**config.mk**
```make
export PLATFORM = sky130hd
export DESIGN_NAME = length_prefixed_utf16be_to_utf8
export DESIGN_NICKNAME = d
export VERILOG_FILES = /design/src/rtl/lpu2u8_pkg.sv /design/src/rtl/lpu2u8_emit.sv /design/src/rtl/length_prefixed_utf16be_to_utf8.sv
export SDC_FILE = /design/constraint.sdc
export NUM_CORES = 1
export LEC_CHECK = 0
export BUFFER_PORTS_ARGS = -buffer_cell sky130_fd_sc_hd__buf_2
export CAP_MARGIN = 20
export CORE_MARGIN = 4
export CORE_UTILIZATION = 52
export DETAILED_ROUTE_END_ITERATION = 8
export GPL_TIMING_DRIVEN = 0
export HOLD_SLACK_MARGIN = 0.12
export PLACE_DENSITY = 0.85
export SLEW_MARGIN = 20
export SYNTH_ARGS = -nofsm -noshare
export SYNTH_HDL_FRONTEND = slang
export SYNTH_HIERARCHICAL = 1
export SYNTH_SLANG_ARGS = --single-unit
```
**constraint.sdc**
```tcl
create_clock -name clk -period 4.7 [get_ports clk]
set_input_delay 0.235 -clock clk [delete_from_list [all_inputs] [get_ports clk]]
set_output_delay 0.235 -clock clk [all_outputs]
set_load 0.01 [all_outputs]
```
**src/rtl/lpu2u8_pkg.sv**
```systemverilog
// ----------------------------------------------------------------------------
// lpu2u8_pkg
// Shared types and constants for the length-prefixed UTF-16BE to UTF-8
// transcoder.
// ----------------------------------------------------------------------------
package lpu2u8_pkg;

  localparam int OUT_BUFFER_BYTES = 1024;
  localparam int BW_W             = $clog2(OUT_BUFFER_BYTES);
  localparam int MAX_RES          = 3;

  localparam logic [15:0] CP_2BYTE = 16'h0080;
  localparam logic [15:0] CP_3BYTE = 16'h0800;
  localparam logic [7:0]  LEAD_2B  = 8'hC0;
  localparam logic [7:0]  LEAD_3B  = 8'hE0;
  localparam logic [7:0]  CONT_B   = 8'h80;
  localparam logic [5:0]  CONT_MSK = 6'h3F;

  typedef enum logic [1:0] {
    KIND_TEXT    = 2'd0,
    KIND_END     = 2'd1,
    KIND_LEN_ERR = 2'd2
  } kind_t;

  typedef enum logic [3:0] {
    PH_LEN_HI  = 4'b0001,
    PH_LEN_LO  = 4'b0010,
    PH_UNIT_HI = 4'b0100,
    PH_UNIT_LO = 4'b1000
  } phase_t;

  typedef struct packed {
    logic [7:0] out_byte;
    kind_t      kind;
    logic       end_of_string;
    logic       last;
  } res_t;

  typedef struct packed {
    res_t [MAX_RES-1:0] r;
    logic [1:0]         n;
  } group_t;

endpackage

```
**src/rtl/lpu2u8_emit.sv**
```systemverilog
// ----------------------------------------------------------------------------
// lpu2u8_emit
// Holds the results of one input word and sends them out one word a cycle while m_tready is high.
// ----------------------------------------------------------------------------
module lpu2u8_emit (
  input  logic                clk,
  input  logic                rst,
  input  logic                load,
  input  lpu2u8_pkg::group_t  grp,
  output logic                ready,
  output logic                m_tvalid,
  input  logic                m_tready,
  output lpu2u8_pkg::res_t    head
);
  import lpu2u8_pkg::*;

  res_t [MAX_RES-1:0] buf_r;
  logic [1:0]         count;
  logic               pop;

  assign pop      = m_tvalid && m_tready;
  assign m_tvalid = (count != 2'd0);
  assign head     = buf_r[0];
  // room when empty or the final held word leaves this cycle
  assign ready    = (count == 2'd0) || (count == 2'd1 && m_tready);

  always_ff @(posedge clk) begin
    if (rst) begin
      count <= 2'd0;
    end else if (load) begin
      count <= grp.n;
    end else if (pop) begin
      count <= count - 2'd1;
    end
  end

  always_ff @(posedge clk) begin
    if (load) begin
      buf_r <= grp.r;
    end else if (pop) begin
      buf_r[0] <= buf_r[1];
      buf_r[1] <= buf_r[2];
    end
  end

  a_load_room: assert property (@(posedge clk) disable iff (rst)
    load |-> (count == 2'd0 || (count == 2'd1 && pop)))
    else $error("group loaded over held results");

  a_single_last: assert property (@(posedge clk) disable iff (rst)
    (count == 2'd1) |-> head.last)
    else $error("final held word without last");

  a_eos_last: assert property (@(posedge clk) disable iff (rst)
    (m_tvalid && head.end_of_string) |-> head.last)
    else $error("end of string before last word of group");

  a_keep_going: assert property (@(posedge clk) disable iff (rst)
    (pop && count > 2'd1 && !load) |=> m_tvalid)
    else $error("held results dropped");

endmodule

```
**src/rtl/length_prefixed_utf16be_to_utf8.sv**
```systemverilog
// ----------------------------------------------------------------------------
// length_prefixed_utf16be_to_utf8
// Parses a stream of 16-bit big-endian counts, each followed by that many
// UTF-16BE code units, and re-encodes the units as UTF-8 bytes.
// ----------------------------------------------------------------------------
// output: results of an input word appear in the cycle after it is accepted
// throughput: one input word a cycle; a unit low byte yields 0 to 3 output
//   words, one a cycle while m_tready is high; inputs stall as the buffer drains
// reset: synchronous, clears parse state and the result buffer, max_length 65535
module length_prefixed_utf16be_to_utf8 (
  input  logic        clk,
  input  logic        rst,
  input  logic        s_tvalid,
  output logic        s_tready,
  input  logic [7:0]  s_tdata,   // [7:0] byte_in
  output logic        m_tvalid,
  input  logic        m_tready,
  output logic [7:0]  m_tdata,   // [7:0] out_byte
  output logic [7:0]  m_tuser,   // [1:0] kind, [2] end_of_string, [7:3] zero
  output logic        m_tlast,
  input  logic        psel,
  input  logic        penable,
  input  logic        pwrite,
  input  logic [2:0]  paddr,
  input  logic [31:0] pwdata,
  output logic [31:0] prdata,
  output logic        pready
);
  import lpu2u8_pkg::*;

  localparam logic [BW_W:0] BW_LIMIT = (BW_W+1)'(OUT_BUFFER_BYTES - 4);

  logic [15:0]     max_length;
  phase_t          phase, phase_next;
  logic [7:0]      length_high, length_high_next;
  logic [15:0]     units_left, units_left_next;
  logic [7:0]      pending_high, pending_high_next;
  logic [BW_W-1:0] bytes_written, bytes_written_next;
  logic            nul_seen, nul_seen_next;

  group_t      grp;
  res_t        head;
  logic        accept;
  logic        load;
  logic [15:0] len;
  logic [15:0] code;
  logic        emit_ok;

  // configuration port
  assign pready = 1'b1;
  assign prdata = (paddr[2] == 1'b0) ? {16'd0, max_length} : 32'd0;

  always_ff @(posedge clk) begin
    if (rst) begin
      max_length <= 16'hFFFF;
    end else if (psel && penable && pwrite && pready && paddr[2] == 1'b0) begin
      max_length <= pwdata[15:0];
    end
  end

  assign accept = s_tvalid && s_tready;
  assign load   = accept && (grp.n != 2'd0);
  assign len    = {length_high, s_tdata};
  assign code   = {pending_high, s_tdata};
  assign emit_ok = (code != 16'd0) && !nul_seen &&
                   ({1'b0, bytes_written} < BW_LIMIT);

  always_comb begin
    phase_next         = phase;
    length_high_next   = length_high;
    units_left_next    = units_left;
    pending_high_next  = pending_high;
    bytes_written_next = bytes_written;
    nul_seen_next      = nul_seen;
    grp                = '0;

    unique case (phase)
      PH_LEN_HI: begin
        length_high_next = s_tdata;
        phase_next       = PH_LEN_LO;
      end
      PH_LEN_LO: begin
        if (len > max_length) begin
          grp.r[0].kind          = KIND_LEN_ERR;
          grp.r[0].end_of_string = 1'b1;
          grp.n                  = 2'd1;
          phase_next             = PH_LEN_HI;
        end else if (len == 16'd0) begin
          grp.r[0].kind          = KIND_END;
          grp.r[0].end_of_string = 1'b1;
          grp.n                  = 2'd1;
          phase_next             = PH_LEN_HI;
        end else begin
          units_left_next    = len;
          bytes_written_next = '0;
          nul_seen_next      = 1'b0;
          phase_next         = PH_UNIT_HI;
        end
      end
      PH_UNIT_HI: begin
        pending_high_next = s_tdata;
        phase_next        = PH_UNIT_LO;
      end
      PH_UNIT_LO: begin
        units_left_next = units_left - 16'd1;
        if (code == 16'd0) begin
          nul_seen_next = 1'b1;
        end else if (emit_ok) begin
          if (code < CP_2BYTE) begin
            grp.r[0].out_byte = code[7:0];
            grp.n             = 2'd1;
          end else if (code < CP_3BYTE) begin
            grp.r[0].out_byte = LEAD_2B | {3'd0, code[10:6]};
            grp.r[1].out_byte = CONT_B | {2'd0, code[5:0] & CONT_MSK};
            grp.n             = 2'd2;
          end else begin
            grp.r[0].out_byte = LEAD_3B | {4'd0, code[15:12]};
            grp.r[1].out_byte = CONT_B | {2'd0, code[11:6] & CONT_MSK};
            grp.r[2].out_byte = CONT_B | {2'd0, code[5:0] & CONT_MSK};
            grp.n             = 2'd3;
          end
          bytes_written_next = bytes_written + BW_W'(grp.n);
        end
        if (units_left_next == 16'd0) begin
          // string done: mark final byte, or a bare end marker
          if (grp.n == 2'd0) begin
            grp.r[0].kind          = KIND_END;
            grp.r[0].end_of_string = 1'b1;
            grp.n                  = 2'd1;
          end else begin
            grp.r[grp.n - 2'd1].end_of_string = 1'b1;
          end
          phase_next = PH_LEN_HI;
        end else begin
          phase_next = PH_UNIT_HI;
        end
      end
      default: begin
        phase_next = PH_LEN_HI;
      end
    endcase

    if (grp.n != 2'd0) begin
      grp.r[grp.n - 2'd1].last = 1'b1;
    end
  end

  always_ff @(posedge clk) begin
    if (rst) begin
      phase         <= PH_LEN_HI;
      length_high   <= 8'd0;
      units_left    <= 16'd0;
      pending_high  <= 8'd0;
      bytes_written <= '0;
      nul_seen      <= 1'b0;
    end else if (accept) begin
      phase         <= phase_next;
      length_high   <= length_high_next;
      units_left    <= units_left_next;
      pending_high  <= pending_high_next;
      bytes_written <= bytes_written_next;
      nul_seen      <= nul_seen_next;
    end
  end

  lpu2u8_emit u_emit (
    .clk      (clk),
    .rst      (rst),
    .load     (load),
    .grp      (grp),
    .ready    (s_tready),
    .m_tvalid (m_tvalid),
    .m_tready (m_tready),
    .head     (head)
  );

  assign m_tdata = head.out_byte;
  assign m_tuser = {5'd0, head.end_of_string, head.kind};
  assign m_tlast = head.last;

endmodule

```
==> results of run 1 <==
-- critical path: cells and delay by family (launching register included) --
| kind | cells | cell delay (ns) |
|---|---|---|
| buffers and inverters | 4 | 1.17 |
| AOI/OAI and AO/OA | 3 | 1.11 |
| and+or+nand+nor | 4 | 0.97 |
| DFF | 1 | 0.37 |
| adders and majority gates | 1 | 0.34 |
-- synth_stat cells (5+ instances only) --
cell type | n | area, um^2
nor2_1 | 67 | 251
dfxtp_1 | 65 | 1300
a21oi_1 | 49 | 245
nand2_1 | 44 | 165
clkbuf_1 | 38 | 143
edfxtp_1 | 36 | 1080
buf_4 | 35 | 263
inv_1 | 24 | 90.1
o21ai_0 | 24 | 120
ha_1 | 22 | 275
o211ai_1 | 22 | 165
o31ai_1 | 21 | 158
mux2_4 | 18 | 270
nand3_1 | 16 | 80.1
mux2i_1 | 15 | 150
nor3_1 | 15 | 75.1
nor4_1 | 12 | 75.1
nand4_1 | 11 | 68.8
and3_1 | 10 | 62.6
or4_1 | 7 | 52.6
a211oi_1 | 6 | 45.0
a31oi_1 | 6 | 37.5
mux2_1 | 6 | 67.6
nor4b_1 | 5 | 43.8
o311ai_0 | 5 | 43.8
or3_1 | 5 | 31.3
-- flip-flops by register name, indices dropped and copies added, names as in the netlist --
name,cells
u_emit/head,12
u_emit/buf_r,24
phase,4
length_high,8
max_length,16
u_emit/count,2
units_left,16
bytes_written,10
pending_high,8
nul_seen,1
-- logic make-up after synthesis --
kind of cell	synth area share [%]
mux	8.05
buf+inv	9.40
xor+xnor	1.01
simple gates	19.4
compound gates	17.9
flops	39.3
fa+ha+maj	4.87
other cells	0.124
-- worst max-delay path by stage --
stage,from,endpoint,slack (ns),depth (start not counted)
final,length_high[7]$_SDFFE_PP0P_,u_emit/buf_r[15]$_DFFE_PP_,0.37,12
after detailed placement,max_length[14]$_SDFFE_PP1P_,u_emit/buf_r[22]$_DFFE_PP_,-0.58,13
after global placement,max_length[15]$_SDFFE_PP1P_,u_emit/buf_r[20]$_DFFE_PP_,-0.76,13
after floorplan,max_length[15]$_SDFFE_PP1P_,u_emit/buf_r[12]$_DFFE_PP_,0.34,13
after CTS,max_length[14]$_SDFFE_PP1P_,u_emit/head[3]$_DFFE_PP_,0.12,13
after global routing,max_length[14]$_SDFFE_PP1P_,u_emit/head[3]$_DFFE_PP_,0.11,13
-- power breakdown --
group	total (W)	internal (W)	switching, W
Sequential	0.000976	0.000949	0.0000275
Combinational	0.000409	0.000163	0.000246
Clock	0.000758	0.000415	0.000343
Total	0.00214	0.00153	0.000616
-- routing by layer --
layer / up-vias / share of wire, % / track usage [%]
li1: 2623 / - / -
met1: 2582 / 41 / 32.1
met2: 325 / 46 / 38.8
met3: 37 / 9.8 / 6.21
met4: 0 / 2.7 / 9.59
met5: - / 0 / 0
-- what timing repair did --
action                     4_1_cts  5_1_grt
setup endpoints to repair       42       24
pin swaps                        1        0
hold buffers                    14        0
gates resized for setup          1        3
hold endpoints to repair        14        0
setup buffers                    1        0
-- metrics by stage --
stage	setup WS, ns	instances	area (um^2)	setup TNS, ns
2_1_floorplan	0.342	694	6160	0
3_3_place_gp	-0.762	897	6640	-20.86
3_5_place_dp	-0.579	897	6650	-13.86
4_1_cts	0.117	928	7100	0
5_1_grt	0.112	928	7100	0
6_report	0.370	928	7100	0
-- layout make-up --
cell class	instances	share of cell area [%]
multi-input cells	485	45.4
flip-flops and latches	101	33.5
plain buffers	81	6.61
repair buffers	75	6.31
clock buffers	9	3.17
well taps	143	2.52
inverters	27	1.43
clock inverters	7	1.02
==> flow_summary.ini, run 1 <==
[run_status]
status = complete, no violations

[power]
leakagePower_nw = 2.97
powerDensity_nw_per_um2 = 302
power.total_w = 0.00214
ir_drop_mv = 0.184

[layout]
postLayoutCoreUtil_pct = 62.2
area_growth_pct = 17.2
nFillCells = 976
antenna_cells = 0
drive_gt1_share_pct = 20.1
final_common_cell = nor2_1
layout.area.seq_um2 = 2380
multi_input_area_um2 = 3220
mostFrequentLayoutCells = 67 x nor2_1, 65 x dfxtp_1, 61 x buf_2, 49 x a21oi_1, 44 x nand2_1
nNetsFinal = 853

[hold_path]
hp-start = pwdata[5]
min_to = max_length[5]$_SDFFE_PP1P_
whs_path_depth = 3
hold_path_class = in -> reg

[synthesis]
synth_seq_area_share_pct = 39.3
synthArstFlopShare_pct = 0
synth-edff-count = 36
avgSynthCellArea_um2 = 9.07
mappedNetlistArea_um2 = 6060
synth-seq-cells = 101
synth_ff_type = dfxtp_1
synth_cells = 668
ys_types = 75
yosysWarnings = 6

[grt]
grt_pass1_vias = 5164
gr-usage-all-layers_pct = 24.4
grt_max_degree = 25
grt_pass1_wl_um = 25900
antenna_found_initial = 0
grt-ovfl-total = 0

[detailed_routing]
ant_nets = 0
drt-initial-drc-count = 518
dr.pass1.iters = 5
vias = 5567
drt-total-wl_um = 16200
post_drt_wl_per_cell_um = 17.5
routed_via_density = 6.00
drcViolationCount = 0

[place]
dp.final_hpwl_um = 11300
gp_congestion = 0.971
numPortBuffers = 60

[floorplanning]
initial_core_util_pct = 53.1
core_um2 = 11400
dieArea_um2 = 13400
rows = 39
die_w_um = 116
num_io_pins = 102
fp.dieH_um = 116

[critical_path]
start_kind = register
crit_path_frequent_cell = buf_6
worst-setup-path-type = reg -> reg
slowest_delay_ns = 0.44
r2r_start = length_high[7]$_SDFFE_PP0P_
crit_chain = ha_1 -> nand4_1 -> or2_2 -> a211oi_1 -> o31a_1 -> clkbuf_1 -> clkbuf_2 -> nor2_1 -> a311oi_4 -> buf_6 -> buf_6 -> or2_4
r2r-end = u_emit/buf_r[15]$_DFFE_PP_
worst_ep_arrival_time_ns = 4.35
required_ns = 4.72
critPathMaxFanout = 24
rrSetupSlack_ns = 0.37
r2r_cells = 12
slowest_stage = clkbuf_1
critPathCaptureType = register

[sta]
whs_ns = 0.123
skew_ns = 0.00581
finalSetupViolCount = 0
tightestPinTransition_ns = 1.09
rsz0062_at_grt = no
hold_viol_final = 0
period_share_pct = 92.1
fmax_mhz = 231
drv_slew = 0
slew_headroom_pct = 26.4
fin_crit_ns = 4.33

[clock_network]
insertion_delay_ns = 0.35
cts.sinks = 101
cts.clk_slew.worst_paths_ns = 0.07
cts_tree = built
numCtsBuffers = 9
clock_path_buffers = 2
clockRootBuffer = clkbuf_16
cts_max_level = 3

[run]
drv_cap = 0
Note: power is estimated with default switching activity, not from simulation.
==> inputs of run 2 (changes only) <==
--- a/config.mk
+++ b/config.mk
@@ -5,7 +5,7 @@
 export SDC_FILE = /design/constraint.sdc
 export NUM_CORES = 1
 export LEC_CHECK = 0
-export BUFFER_PORTS_ARGS = -buffer_cell sky130_fd_sc_hd__buf_2
+export BUFFER_PORTS_ARGS = -buffer_cell sky130_fd_sc_hd__clkbuf_2
 export CAP_MARGIN = 20
 export CORE_MARGIN = 4
 export CORE_UTILIZATION = 52
==> run 2 against run 1 <==
  * Clock power is 9.4% higher
  * Sequential power hardly changed
  * Cell count is 0.22% higher
  * Critical path depth is 1 higher
  * Maximum frequency is 1.3% lower
  * Sequential cell count stayed put
  * Routed wire length hardly changed
==> flow_summary.ini, run 2 (synthesized netlist as in run 1, its figures left out) <==
[grt]
grt_max_degree = 25
grt-ovfl-total = 0
antenna_found_initial = 0
grt_pass1_wl_um = 25700
gr-usage-all-layers_pct = 24.2
grt_pass1_vias = 5065

[power]
leakagePower_nw = 3.01
ir_drop_mv = 0.237
powerDensity_nw_per_um2 = 309
intPower_w = 0.00159
power.clock.fraction_pct = 37.4
switching_share_pct = 28.4
seq_power_share_pct = 44.1
power.total_w = 0.00221
p_sw_w = 0.000628
comb_power_share_pct = 18.5

[critical_path]
worst_ep_arrival_time_ns = 4.41
required_ns = 4.73
critPathCaptureType = register
start_kind = register
r2r_start = max_length[15]$_SDFFE_PP1P_
worst-setup-path-type = reg -> reg
critPathLaunch = max_length[15]$_SDFFE_PP1P_
critPathMaxFanout = 24

[clock_network]
clock_path_buffers = 2
cts.sinks = 101
clockRootBuffer = clkbuf_16
cts.clk_slew.worst_paths_ns = 0.07
numCtsBuffers = 9
cts_tree = built
insertion_delay_ns = 0.36
cts_max_level = 3

[sta]
rsz0062_at_grt = no
tns_ns = 0
skew_ns = 0.00901
fin_crit_ns = 4.39
tightestPinTransition_ns = 1.13
period_share_pct = 93.3
finalSetupViolCount = 0
whs_ns = 0.182
drv_slew = 0
hold_viol_final = 0
slew_headroom_pct = 23.4
fmax_mhz = 228

[layout]
final_common_cell = nor2_1
top_regs = u_emit/buf_r x24, max_length x16, units_left x16
antenna_cells = 0
regMostFlops = u_emit/buf_r
layout.area.seq_um2 = 2380
largest_reg_flops = 24
area_growth_pct = 18.1
nFillCells = 954
drive_gt1_share_pct = 20.2
nNetsFinal = 855
fin_cells = 930
multi_input_area_um2 = 3230
mostFrequentLayoutCells = 67 x nor2_1, 65 x dfxtp_1, 62 x clkbuf_2, 49 x a21oi_1, 44 x nand2_1

[floorplanning]
die_w_um = 116
num_io_pins = 102
fp.dieH_um = 116
core_um2 = 11400
initial_core_util_pct = 53.1
rows = 39
dieArea_um2 = 13400

[detailed_routing]
drcViolationCount = 0
vias = 5605
routed_via_density = 6.03
post_drt_wl_per_cell_um = 17.4
dr.pass1.iters = 6
drt-initial-drc-count = 641
drt-total-wl_um = 16200
ant_nets = 0

[hold_path]
hp-start = rst
hold_path_class = in -> reg

[run]
drv_cap = 0

[run_status]
status = complete, no violations

[place]
dpl.cell_count = 897
numPortBuffers = 60
gp_congestion = 0.975
dp.final_hpwl_um = 11100
run 2: cell count changes in the layout (fill, tap and decap cells not counted), sizes merged:
| cell | previous run | this run |
|---|---|---|
| bufinv | 1 | 2 |
| inv | 28 | 29 |
| clkinvlp | 3 | 0 |
| dlygate4sd3 | 14 | 16 |
| buf | 103 | 43 |
| clkinv | 2 | 3 |
| clkbuf | 48 | 108 |
run 2: worst max-delay path: stages, from the launching register on:
cell	delay [ns]
dfxtp_1	0.32
inv_1	0.08
ha_1	0.32
nand4_1	0.13
or2_2	0.34
a211oi_1	0.37
o31a_1	0.40
clkbuf_1	0.45
clkbuf_2	0.32
nor2_1	0.13
a311oi_4	0.39
buf_6	0.22
buf_6	0.19
or2_4	0.36
run 2: cell type report:
class,instances,area share [%]
buffer,81,6.56
clock buffer,9,3.15
clock inverter,7,1.43
inverter,27,1.42
multi-input combinational,485,45.1
sequential,101,33.3
tap,143,2.50
timing repair buffer,77,6.54
run 2: worst paths after layout:
| kind | end | slack (ns) | depth (start not counted) |
|---|---|---|---|
| setup / recovery | u_emit/head[3]$_DFFE_PP_ | 0.31 | 13 |
| hold / removal | u_emit/count[1]$_SDFFE_PP0P_ | 0.18 | 2 |
| setup reg to reg | u_emit/head[3]$_DFFE_PP_ | 0.31 | 13 |
| hold reg to reg | bytes_written[8]$_SDFFE_PP0P_ | 0.49 | 2 |
run 2: power by group through the flow:
stage / Clock (W) / Sequential (W) / Combinational, W
finish: 0.000829 / 0.000976 / 0.000410
global placement: 0 / 0.000994 / 0.000377
detailed placement: 0 / 0.000995 / 0.000385
CTS: 0.000831 / 0.000975 / 0.000398
floorplan: 0 / 0.000985 / 0.000280
global route: 0.000859 / 0.000979 / 0.000447
run 2: repair_timing:
| action | CTS | global route |
|---|---|---|
| setup buffers | 1 | 0 |
| hold buffers | 16 | 0 |
| hold endpoints to repair | 16 | 0 |
| endpoints found under the setup margin | 42 | 24 |
| pin swaps | 1 | 0 |
| resized for setup | 1 | 3 |
run 2: per-stage QoR:
step / instance area (um^2) / worst slack (ns) / util, %
finish: 7160 / 0.314 / 62.7
detailed placement: 6650 / -0.563 / 58.3
CTS: 7150 / 0.0809 / 62.6
global placement: 6640 / -0.748 / 58.2
global route: 7160 / 0.0600 / 62.7
floorplan: 6160 / 0.342 / -
run 2: layer usage:
layer,up-vias,part of all wire (%),track usage [%]
li1,2648,-,-
met1,2596,42,32.2
met2,310,47,39.6
met3,51,8.8,4.23
met4,0,2.8,9.13
met5,-,0,0
